<file path="config.mk">
export PLATFORM = sky130hd
export DESIGN_NAME = seven_segment_two_wire_frame_writer_unit
export DESIGN_NICKNAME = d
export VERILOG_FILES = /design/src/design/sswfw_pkg.sv /design/src/design/sswfw_in_reg.sv /design/src/design/sswfw_seq.sv /design/src/design/sswfw_out_reg.sv /design/src/design/seven_segment_two_wire_frame_writer_unit.sv
export SDC_FILE = /design/constraint.sdc
export NUM_CORES = 1
export LEC_CHECK = 0
export ABC_AREA = 1
export BUFFER_PORTS_ARGS = -buffer_cell sky130_fd_sc_hd__buf_4
export CORE_MARGIN = 5
export CORE_UTILIZATION = 31
export CTS_CLUSTER_SIZE = 10
export DETAILED_ROUTE_END_ITERATION = 16
export PLACE_DENSITY = 0.58
export SETUP_SLACK_MARGIN = 0.2
export SKIP_LAST_GASP = 1
export SLEW_MARGIN = 20
export SYNTH_ARGS = -nofsm -noshare
export SYNTH_HDL_FRONTEND = slang
export SYNTH_SLANG_ARGS = --single-unit
</file>
<file path="constraint.sdc">
create_clock -name clk -period 3.4 [get_ports clk]
set_input_delay 0.68 -clock clk [delete_from_list [all_inputs] [get_ports clk]]
set_output_delay 0.68 -clock clk [all_outputs]
set_load 0.03 [all_outputs]
</file>
<file path="src/design/sswfw_pkg.sv">
// Types, constants and helper functions for the two-wire seven-segment frame writer.
// Used by every module of the block; depends on nothing.
package sswfw_pkg;

  localparam logic [7:0] CMD_FIXED_ADDR = 8'h44;
  localparam logic [7:0] ADDR_BASE      = 8'hc0;
  localparam logic [7:0] CONTROL_RESET  = 8'h8a;

  localparam logic [2:0] LAST_TRANSACTION = 3'd5;
  localparam int         START_TICKS      = 3;
  localparam int         SLOT_TICKS       = 28;
  localparam int         BIT_TICKS        = 24;

  localparam logic [5:0] BODY_END_ONE = 6'(START_TICKS + SLOT_TICKS);
  localparam logic [5:0] BODY_END_TWO = 6'(START_TICKS + 2 * SLOT_TICKS);

  localparam int IN_TDATA_W  = 24;
  localparam int OUT_TDATA_W = 8;

  // Input item, first field in the highest bits.
  typedef struct packed {
    logic       dio_sense;
    logic       dot_on;
    logic [3:0] minute_ones;
    logic [3:0] minute_tens;
    logic [3:0] hour_ones;
    logic [3:0] hour_tens;
    logic       start_frame;
  } item_t;

  typedef struct packed {
    logic frame_done;
    logic waiting_ack;
    logic busy_res;
    logic dio_line;
    logic clk_line;
  } result_t;

  localparam int ITEM_W   = $bits(item_t);
  localparam int RESULT_W = $bits(result_t);

  typedef struct packed {
    logic [2:0] bit_idx;
    logic [1:0] phase;
  } bit_slot_t;

  typedef enum logic [1:0] {
    PH_CLK_LOW  = 2'd0,
    PH_DATA     = 2'd1,
    PH_CLK_HIGH = 2'd2
  } phase_e;

  // Common-cathode segment pattern; digits above nine show as nine.
  function automatic logic [7:0] seg_encode(input logic [3:0] d);
    logic [7:0] seg;
    case (d)
      4'd0:    seg = 8'h3f;
      4'd1:    seg = 8'h06;
      4'd2:    seg = 8'h5b;
      4'd3:    seg = 8'h4f;
      4'd4:    seg = 8'h66;
      4'd5:    seg = 8'h6d;
      4'd6:    seg = 8'h7d;
      4'd7:    seg = 8'h07;
      4'd8:    seg = 8'h7f;
      default: seg = 8'h6f;
    endcase
    return seg;
  endfunction

  // Splits a tick offset below 24 into the bit number and the phase within that bit.
  function automatic bit_slot_t bit_slot(input logic [4:0] p);
    bit_slot_t slot;
    slot = '0;
    for (int i = 0; i < 8; i++) begin
      if (p >= 5'(3 * i)) begin
        slot.bit_idx = 3'(i);
        slot.phase   = 2'(p - 5'(3 * i));
      end
    end
    return slot;
  endfunction

endpackage

</file>
<file path="src/design/sswfw_in_reg.sv">
// Input register of the frame writer: holds one tick item until the sequencer takes it.
// Depends on sswfw_pkg for the item type.
module sswfw_in_reg (
  input  logic              clk,
  input  logic              rst,
  input  logic              s_tvalid,
  output logic              s_tready,
  input  sswfw_pkg::item_t  s_item,
  input  logic              advance,
  output logic              valid,
  output sswfw_pkg::item_t  item
);

  assign s_tready = !valid || advance;

  always_ff @(posedge clk) begin
    if (rst) begin
      valid <= 1'b0;
    end else if (s_tready) begin
      valid <= s_tvalid;
    end
  end

  always_ff @(posedge clk) begin
    if (s_tvalid && s_tready) begin
      item <= s_item;
    end
  end

endmodule

</file>
<file path="src/design/sswfw_seq.sv">
// Frame sequencer: line state, tick counters, segment store and the display control register.
// Works out one tick per step from the registered item; depends on sswfw_pkg.
module sswfw_seq (
  input  logic               clk,
  input  logic               rst,
  input  logic               step,
  input  sswfw_pkg::item_t   item,
  input  logic               cfg_valid,
  input  logic [7:0]         cfg_data,
  output sswfw_pkg::result_t result
);

  logic       clk_level, clk_level_next;
  logic       dio_level, dio_level_next;
  logic [2:0] transaction_index, transaction_index_next;
  logic [5:0] tick_in_transaction, tick_in_transaction_next;
  logic       active, active_next;
  logic [7:0] display_control;
  logic [7:0] segment_bytes [4];

  logic                  start;
  logic                  act;
  logic [2:0]            tr;
  logic [5:0]            t;
  logic [5:0]            body_end;
  logic [5:0]            r;
  logic                  second_byte;
  logic [4:0]            p;
  logic [5:0]            s;
  logic [1:0]            seg_sel;
  logic [7:0]            cur_byte;
  sswfw_pkg::bit_slot_t  slot;
  logic                  wait_tick;
  logic                  hold;
  logic                  end_tr;
  logic                  done;

  assign start   = !active && item.start_frame;
  assign act     = active || start;
  assign tr      = start ? 3'd0 : transaction_index;
  assign t       = start ? 6'd0 : tick_in_transaction;
  assign seg_sel = 2'(tr - 3'd1);

  assign body_end = (tr != 3'd0 && tr < sswfw_pkg::LAST_TRANSACTION) ?
                    sswfw_pkg::BODY_END_TWO : sswfw_pkg::BODY_END_ONE;
  assign r           = t - 6'(sswfw_pkg::START_TICKS);
  assign second_byte = r >= 6'(sswfw_pkg::SLOT_TICKS);
  assign p           = second_byte ? 5'(r - 6'(sswfw_pkg::SLOT_TICKS)) : r[4:0];
  assign s           = t - body_end;
  assign slot        = sswfw_pkg::bit_slot(p);

  always_comb begin
    if (tr == 3'd0) begin
      cur_byte = sswfw_pkg::CMD_FIXED_ADDR;
    end else if (tr >= sswfw_pkg::LAST_TRANSACTION) begin
      cur_byte = display_control;
    end else if (!second_byte) begin
      cur_byte = sswfw_pkg::ADDR_BASE | {6'd0, seg_sel};
    end else begin
      cur_byte = segment_bytes[seg_sel];
    end
  end

  // Line levels and the end-of-transaction / acknowledge conditions for this tick.
  always_comb begin
    clk_level_next = clk_level;
    dio_level_next = dio_level;
    wait_tick      = 1'b0;
    hold           = 1'b0;
    end_tr         = 1'b0;
    if (act) begin
      if (t < 6'(sswfw_pkg::START_TICKS)) begin
        case (t[1:0])
          2'd0: begin
            clk_level_next = 1'b1;
            dio_level_next = 1'b1;
          end
          2'd1:    dio_level_next = 1'b0;
          default: clk_level_next = 1'b0;
        endcase
      end else if (t < body_end) begin
        if (p < 5'(sswfw_pkg::BIT_TICKS)) begin
          case (slot.phase)
            sswfw_pkg::PH_CLK_LOW: clk_level_next = 1'b0;
            sswfw_pkg::PH_DATA:    dio_level_next = cur_byte[slot.bit_idx];
            default:               clk_level_next = 1'b1;
          endcase
        end else if (p == 5'd24) begin
          clk_level_next = 1'b0;
        end else if (p == 5'd25) begin
          dio_level_next = 1'b1;
        end else if (p == 5'd26) begin
          clk_level_next = 1'b1;
        end else begin
          wait_tick = 1'b1;
          hold      = item.dio_sense;
        end
      end else begin
        case (s[1:0])
          2'd0: clk_level_next = 1'b0;
          2'd1: dio_level_next = 1'b0;
          2'd2: clk_level_next = 1'b1;
          default: begin
            dio_level_next = 1'b1;
            end_tr         = 1'b1;
          end
        endcase
      end
    end
  end

  always_comb begin
    transaction_index_next   = tr;
    tick_in_transaction_next = t;
    active_next              = act;
    done                     = 1'b0;
    if (act) begin
      if (end_tr) begin
        tick_in_transaction_next = 6'd0;
        if (tr >= sswfw_pkg::LAST_TRANSACTION) begin
          done                   = 1'b1;
          active_next            = 1'b0;
          transaction_index_next = 3'd0;
        end else begin
          transaction_index_next = tr + 3'd1;
        end
      end else if (!hold) begin
        tick_in_transaction_next = t + 6'd1;
      end
    end
  end

  always_comb begin
    result.clk_line    = clk_level_next;
    result.dio_line    = dio_level_next;
    result.busy_res    = act;
    result.waiting_ack = wait_tick;
    result.frame_done  = done;
  end

  always_ff @(posedge clk) begin
    if (rst) begin
      clk_level           <= 1'b1;
      dio_level           <= 1'b1;
      transaction_index   <= 3'd0;
      tick_in_transaction <= 6'd0;
      active              <= 1'b0;
    end else if (step) begin
      clk_level           <= clk_level_next;
      dio_level           <= dio_level_next;
      transaction_index   <= transaction_index_next;
      tick_in_transaction <= tick_in_transaction_next;
      active              <= active_next;
    end
  end

  always_ff @(posedge clk) begin
    if (rst) begin
      display_control <= sswfw_pkg::CONTROL_RESET;
    end else if (cfg_valid) begin
      display_control <= cfg_data;
    end
  end

  // The segment store is loaded whole when a frame starts, so it needs no reset.
  always_ff @(posedge clk) begin
    if (step && start) begin
      segment_bytes[0] <= sswfw_pkg::seg_encode(item.hour_tens);
      segment_bytes[1] <= sswfw_pkg::seg_encode(item.hour_ones) | {item.dot_on, 7'd0};
      segment_bytes[2] <= sswfw_pkg::seg_encode(item.minute_tens);
      segment_bytes[3] <= sswfw_pkg::seg_encode(item.minute_ones);
    end
  end

endmodule

</file>
<file path="src/design/sswfw_out_reg.sv">
// Result register of the frame writer: holds one tick result until the sink takes it.
// Depends on sswfw_pkg for the result type.
module sswfw_out_reg (
  input  logic                clk,
  input  logic                rst,
  input  logic                load,
  input  sswfw_pkg::result_t  result_in,
  output logic                can_load,
  output logic                m_tvalid,
  input  logic                m_tready,
  output sswfw_pkg::result_t  result
);

  assign can_load = !m_tvalid || m_tready;

  always_ff @(posedge clk) begin
    if (rst) begin
      m_tvalid <= 1'b0;
    end else if (can_load) begin
      m_tvalid <= load;
    end
  end

  always_ff @(posedge clk) begin
    if (load && can_load) begin
      result <= result_in;
    end
  end

endmodule

</file>
<file path="src/design/seven_segment_two_wire_frame_writer_unit.sv">
// Two-wire seven-segment frame writer, top level.
// An input transfer passes through the input register and then the result register.
// Throughput: one tick item per cycle; the sequencer steps once per item it takes, and a
// result held by m_tready low stalls the input register behind it.
// Reset (rst, synchronous): lines high, no frame active, display control 0x8a, both registers empty.
// Depends on sswfw_pkg, sswfw_in_reg, sswfw_seq and sswfw_out_reg.
module seven_segment_two_wire_frame_writer_unit (
  input  logic                                 clk,
  input  logic                                 rst,
  input  logic                                 s_tvalid,
  output logic                                 s_tready,
  // start_frame, hour_tens, hour_ones, minute_tens, minute_ones, dot_on, dio_sense
  input  logic [sswfw_pkg::IN_TDATA_W-1:0]     s_tdata,
  output logic                                 m_tvalid,
  input  logic                                 m_tready,
  // clk_line, dio_line, busy_res, waiting_ack
  output logic [sswfw_pkg::OUT_TDATA_W-1:0]    m_tdata,
  // frame_done
  output logic                                 m_tlast,
  input  logic                                 cfg_valid,
  output logic                                 cfg_ready,
  input  logic [7:0]                           cfg_data
);

  sswfw_pkg::item_t   s_item;
  sswfw_pkg::item_t   in_item;
  sswfw_pkg::result_t seq_result;
  sswfw_pkg::result_t out_result;
  logic               in_valid;
  logic               can_load;
  logic               advance;

  assign s_item    = sswfw_pkg::item_t'(s_tdata[sswfw_pkg::ITEM_W-1:0]);
  assign advance   = in_valid && can_load;
  assign cfg_ready = 1'b1;
  assign m_tdata   = {{(sswfw_pkg::OUT_TDATA_W - sswfw_pkg::RESULT_W + 1){1'b0}},
                      out_result[sswfw_pkg::RESULT_W-2:0]};
  assign m_tlast   = out_result.frame_done;

  sswfw_in_reg u_in_reg (
    .clk      (clk),
    .rst      (rst),
    .s_tvalid (s_tvalid),
    .s_tready (s_tready),
    .s_item   (s_item),
    .advance  (advance),
    .valid    (in_valid),
    .item     (in_item)
  );

  sswfw_seq u_seq (
    .clk       (clk),
    .rst       (rst),
    .step      (advance),
    .item      (in_item),
    .cfg_valid (cfg_valid),
    .cfg_data  (cfg_data),
    .result    (seq_result)
  );

  sswfw_out_reg u_out_reg (
    .clk       (clk),
    .rst       (rst),
    .load      (advance),
    .result_in (seq_result),
    .can_load  (can_load),
    .m_tvalid  (m_tvalid),
    .m_tready  (m_tready),
    .result    (out_result)
  );

endmodule

</file>
==> parameters.txt, run 1 <==
Parameter                              Value

Clocking
  Number of sinks handled by clock tree synthesis ... 103
  TritonCTS clock tree ... built
  Clock Tree Root ... sky130_fd_sc_hd__clkbuf_16
  Longest Clk Path Bufs ... 2
  Post-CTS Hold Fix Bufs ... 0
  Clock latency at the later pin of the worst-skew pair ... 0.35 ns
  Number of buffers inserted during clock tree synthesis ... 9
  Number of H-tree levels ... 3
  Clock transition at path regs ... 0.07 ns

Timing
  Count of endpoints failing setup in the final report ... 0
  Tightest slew margin relative to the limit ... 60.7%
  Maximum clock frequency ... 296 MHz
  Share of the clock period used by the worst path ... 99.3%
  Clock skew after layout ... 0.0104 ns
  Post-route minimum period ... approximately 3.4 ns
  Max Slew Vio Count ... 0
  RSZ-0062 raised after global routing ... yes
  Transition at the pin with the smallest max-transition slack ... around 0.58 ns
  Hold violation total from the final report ... 0
  Post-route setup TNS ... 0 ns

Drt
  Routed len/inst ... 12.6 um
  Total wirelength of the detailed-routed design ... approximately 12000 um
  Routed via count divided by cell count ... 4.63
  DRT iter0 DRCs ... between 200 and 250
  Number of design rule violations left after detail routing ... 0
  Detailed-router iteration count before antenna repair ... 4
  Via count of the routed design ... 4263
  Number of nets still failing antenna checks after routing ... 0

Power
  Static power due to leakage ... 2.90 nW
  Largest vdd supply drop ... 0.000430 V
  Power Density ... 394 nW/um2
  Power after layout ... 2.65 mW

Worst setup path
  R2r worst-path depth ... 33
  Crit path DAT ... 3.47 ns
  Worst-path maximum fanout ... 5
  Required time reported for the critical path endpoint ... 3.49 ns
  Critical-path cell with the highest stage delay ... sky130_fd_sc_hd__edfxtp_1
  Most used cell along the critical path ... sky130_fd_sc_hd__nand2_1
  WS Path Type ... reg2reg
  Largest incremental delay on the critical path ... 0.46 ns
  Crit path launch type ... register
  Setup crit end kind ... register

Synthesis
  #FFs+latches synth ... 103
  Async set-reset flop share out of synthesis ... 0%
  Top area cells in the synthesized netlist ... sky130_fd_sc_hd__edfxtp_1 (30%), sky130_fd_sc_hd__dfxtp_1 (19%), sky130_fd_sc_hd__nand2_1 (8.5%)
  Synthesized area per cell ... 8.80 um2
  Count of flip-flops with a built-in enable after synthesis ... 53
  Synth area leader ... sky130_fd_sc_hd__edfxtp_1
  Sequential area share after synthesis ... 48.8%
  Synth warnings ... 0
  Number of unique standard cell types used by synthesis ... 45
  Gate Count Post-Synth ... 603
  Area share of the leading cell type in the synthesized netlist ... 30.0%
  Post-Syn Area ... 5310 um2
  Dominant register cell in the synthesized netlist ... sky130_fd_sc_hd__edfxtp_1

Floorplanning
  Overall die height ... 141 um
  Starting density of the core ... 31.8%
  Core Footprint ... about 17000 um2
  Top-level port count ... 49
  Horizontal die dimension ... 141 um
  Area of the die ... slightly below 20000 um2
  Std cell rows ... 47

Final layout
  Diode count ... 0
  Share of final-layout standard cells stronger than drive strength 1 ... 30.2%
  Final Non-Filler Cells ... 921
  Area Growth Syn to Fin ... 26.7%
  Final layout net count ... 762
  Most frequent standard cell in the layout excluding fill and tap cells ... sky130_fd_sc_hd__nand2_1
  Most frequent cells in the layout ... sky130_fd_sc_hd__nand2_1 (104), sky130_fd_sc_hd__buf_4 (91), sky130_fd_sc_hd__edfxtp_1 (53)

Place
  Final weighted congestion in routability-driven placement ... 0.884
  HPWL after DPL ... 8930 um
  Number of placed instances, taps included ... roughly 900
  Count of input and output buffers ... 38

Run status
  Result of the run ... finished clean

GRT
  Largest net degree at the start of global routing ... 30
  Wire length of the first global-routing pass ... 19500 um
  Initial antenna violation count ... 0
  Global-route usage over all layers ... between 10% and 20%
  Via count of the first global-routing pass ... 4206
  Global-route congestion overflow total ... 0

Worst hold path
  Worst min-delay path class ... reg2reg
  Cells on Worst Hold Path ... 0

Flow run
  Total of max-cap violations ... 0
critical path, delay by kind of cell (launching register included):
family | cells | cell delay (ns)
buffers and inverters | 5 | 0.39
and+or+nand+nor | 26 | 1.93
DFF | 1 | 0.46
adders and majority gates | 2 | 0.33
metal layers:
| metal | GRT usage [%] | routed length (um) |
|---|---|---|
| met2 | 21.1 | 5840 |
| met5 | 0 | 0 |
| met1 | 14.3 | 5040 |
| met4 | 4.84 | 276 |
| met3 | 2.78 | 428 |
cell usage after synthesis, drive strengths merged (2+ instances only):
| master | count |
|---|---|
| nand2 | 139 |
| dfxtp | 50 |
| or2 | 17 |
| a31oi | 2 |
| nand4 | 12 |
| o21ai | 45 |
| clkinv | 4 |
| o211ai | 13 |
| nor2 | 63 |
| conb | 2 |
| o22ai | 6 |
| mux2i | 5 |
| clkbuf | 7 |
| nor3 | 4 |
| nand3b | 5 |
| inv | 65 |
| edfxtp | 53 |
| a22oi | 4 |
| buf | 7 |
| ha | 29 |
| a21oi | 27 |
| nand3 | 35 |
cell type report:
class,count,area [um2]
tap,220,275
timing repair buffer,93,714
sequential,103,2590
fill,1679,9970
inverter,69,262
clock buffer,11,243
clock inverter,5,38.8
multi-input combinational,420,2600
power by group:
part / internal, mW / total, mW / switching [mW]
logic: 0.111 / 0.274 / 0.164
clock network: 0.522 / 0.968 / 0.446
registers: 1.38 / 1.41 / 0.0249
final timing paths:
kind	start	end	slack [ns]
max reg2reg	u_in_reg.item[0]	u_out_reg.result[1]	0.02
max	u_in_reg.item[0]	u_out_reg.result[1]	0.02
min	register	u_seq.segment_bytes[3][5]	0.40
min reg2reg	register	u_seq.segment_bytes[3][5]	0.40
logic make-up (layout without fill, tap and decap cells):
group	Yosys count	in the layout	share of synthesized area (%)
adders and majority gates	29	29	6.83
and+or+nand+nor	277	277	24.9
other	2	5	0.141
AOI/OAI and AO/OA	103	103	11.7
xor gates and xnor gates	1	1	0.165
DFF	103	103	48.8
buffers and inverters	83	178	6.50
muxes	5	5	0.943
metrics by stage:
step | area, um2 | worst slack, ns | utilization, % | hold WS [ns]
after floorplan | 5380 | 0.205 | - | 0.386
after global placement | 6200 | 0.0404 | 37.1 | 0.391
after detailed placement | 6200 | -0.0203 | 37.1 | 0.389
after CTS | 6570 | 0.104 | 39.3 | 0.399
after global routing | 6730 | -0.249 | 40.3 | 0.411
final | 6730 | 0.0233 | 40.3 | 0.399
repair_timing:
item / 4_1_cts / 5_1_grt
gates resized for setup: 16 / 30
pin swaps: 8 / 21
setup buffers: 2 / 8
setup endpoints to repair: 9 / 15
gates cloned: 0 / 0
Note: power is estimated with default switching activity, not from simulation.
==> inputs of run 2 (changes only) <==
Settings changed: PLACE_DENSITY 0.58 to 0.56, SLEW_MARGIN 20 to 40.
Clock period 3.4 ns to 3.5 ns, I/O delays scaled along.
==> run 2 against run 1 <==
  * Worst setup slack better by 0.11 ns
  * Clock power up 6%
  * Hold slack better by 0.0057 ns
  * Global-route usage up 0.065 points
  * Cell area up 4.2%
  * Critical path depth up 1
  * Non-clock buffer count up 9
  * First-iteration DRC count down 16%
  * Die area unchanged
  * Combinational power about the same
  * Critical path type unchanged
  * Highest routed layer unchanged
==> parameters.txt, run 2 (synthesis results as in run 1) <==
Parameter                              Value

Power
  Largest vdd supply drop ... 0.000248 V
  Static power due to leakage ... 3.01 nW
  Power after layout ... about 2.7 mW
  Power Density ... 382 nW/um2

Clocking
  Clock latency at the later pin of the worst-skew pair ... 0.34 ns
  Longest Clk Path Bufs ... 2
  Clock transition at path regs ... 0.07 ns
  Number of H-tree levels ... 3
  Clock Tree Root ... sky130_fd_sc_hd__clkbuf_16
  Number of buffers inserted during clock tree synthesis ... 9
  Number of sinks handled by clock tree synthesis ... a little over 100
  TritonCTS clock tree ... built

Place
  Final weighted congestion in routability-driven placement ... 0.849
  Placed instance area ... ~6200 um2
  Post-placement worst setup slack ... about 0.0074 ns
  HPWL after DPL ... 9080 um
  Number of placed instances, taps included ... around 900
  Count of input and output buffers ... 38

Timing
  Transition at the pin with the smallest max-transition slack ... 0.604 ns
  Post-route setup TNS ... 0 ns
  RSZ-0062 raised after global routing ... yes
  Count of endpoints failing setup in the final report ... 0
  Maximum clock frequency ... 297 MHz
  Max Slew Vio Count ... 0
  Clock skew after layout ... about 0.0087 ns
  Share of the clock period used by the worst path ... 96.1%
  Tightest slew margin relative to the limit ... 59.3%
  Post-route minimum period ... 3.37 ns
  Worst Hold Margin ... 0.404 ns
  Hold violation total from the final report ... 0
  Post-route setup slack ... 0.135 ns

Floorplanning
  Std cell rows ... 47
  Core Footprint ... 16700 um2
  Top-level port count ... 49
  Overall die height ... around 140 um
  Area of the die ... 19800 um2
  Starting density of the core ... 31.8%
  Horizontal die dimension ... 141 um

Worst setup path
  WS Path Type ... reg2reg
  Largest incremental delay on the critical path ... 0.46 ns
  Required time reported for the critical path endpoint ... 3.60 ns
  Worst-path maximum fanout ... 5
  Crit path launch type ... register
  Setup crit end kind ... register
  Crit path DAT ... 3.47 ns
  Most used cell along the critical path ... sky130_fd_sc_hd__nand2_1
  Critical-path cell with the highest stage delay ... sky130_fd_sc_hd__edfxtp_1

Final layout
  Final Non-Filler Cells ... 930
  Final Cell Area ... between 7000 and 8000 um2
  Final Util ... 42.0%
  Final layout net count ... 771
  Most frequent cells in the layout ... sky130_fd_sc_hd__nand2_1 (95), sky130_fd_sc_hd__buf_4 (94), sky130_fd_sc_hd__edfxtp_1 (53)
  Area Growth Syn to Fin ... 32.1%
  Diode count ... 0
  Final-layout fill cell count ... 1669
  Share of final-layout standard cells stronger than drive strength 1 ... 33.9%
  Most frequent standard cell in the layout excluding fill and tap cells ... sky130_fd_sc_hd__nand2_1

Drt
  Number of design rule violations left after detail routing ... 0
  Detailed-router iteration count before antenna repair ... 4
  Number of nets still failing antenna checks after routing ... 0
  DRT iter0 DRCs ... 209
  Routed len/inst ... 13.0 um
  Routed via count divided by cell count ... approximately 4.6
  Total wirelength of the detailed-routed design ... 12100 um
  Via count of the routed design ... about 4300

GRT
  Largest net degree at the start of global routing ... 30
  Wire length of the first global-routing pass ... around 20000 um
  Via count of the first global-routing pass ... 4298
  Initial antenna violation count ... 0
  Global-route congestion overflow total ... 0
  Global-route usage over all layers ... 12.1%

Worst hold path
  Worst min-delay path class ... reg2reg

Flow run
  Total of max-cap violations ... 0

Run status
  Result of the run ... finished clean
==> run 2: layout make-up <==
cell class	instances	area [um2]	area share [%]
multi-input cells	420	2760	39.4
well taps	220	275	3.93
flip-flops and latches	103	2590	37.0
clock inverters	6	75.1	1.07
repair buffers	102	805	11.5
inverters	69	264	3.76
clock buffers	10	239	3.41
==> run 2: final timing paths <==
path | start | to | cells after the start | slack, ns
max | u_in_reg.item[0] | u_out_reg.result[1] | 34 | 0.13
min | register | u_seq.segment_bytes[1][6] | 0 | 0.40
max reg2reg | u_in_reg.item[0] | u_out_reg.result[1] | 34 | 0.13
min reg2reg | register | u_seq.segment_bytes[1][6] | 0 | 0.40
==> run 2: worst max-delay path: cells and delay by family (launching register included) <==
family	cells	cell delay, ns
flip-flops	1	0.46
buffers and inverters	5	0.56
adder cells (fa/ha/maj)	1	0.16
AND/OR/NAND/NOR	26	1.80
AO/OA/AOI/OAI	2	0.13
==> run 2: per-layer routing <==
layer  track usage [%]  share of wire, %  vias to the layer above
met1              13.6                42                     1986
met3              3.25               3.0                       19
met4              3.82               2.0                        0
li1                  -                 -                     2217
met2              22.2                53                       60
met5                 0                 0                        -
==> run 2: repair_timing <==
item                                   in CTS  in global routing
resized for setup                          15                 79
hold buffers                                0                  0
endpoints found under the hold margin       0                  0
setup buffers                               1                 16
setup endpoints to repair                  11                 14
pin swaps                                  13                 47
==> run 2: report_power, final <==
part           switching, mW  internal, mW
registers             0.0251          1.34
logic                  0.165         0.111
clock network          0.449         0.586
total                  0.638          2.04
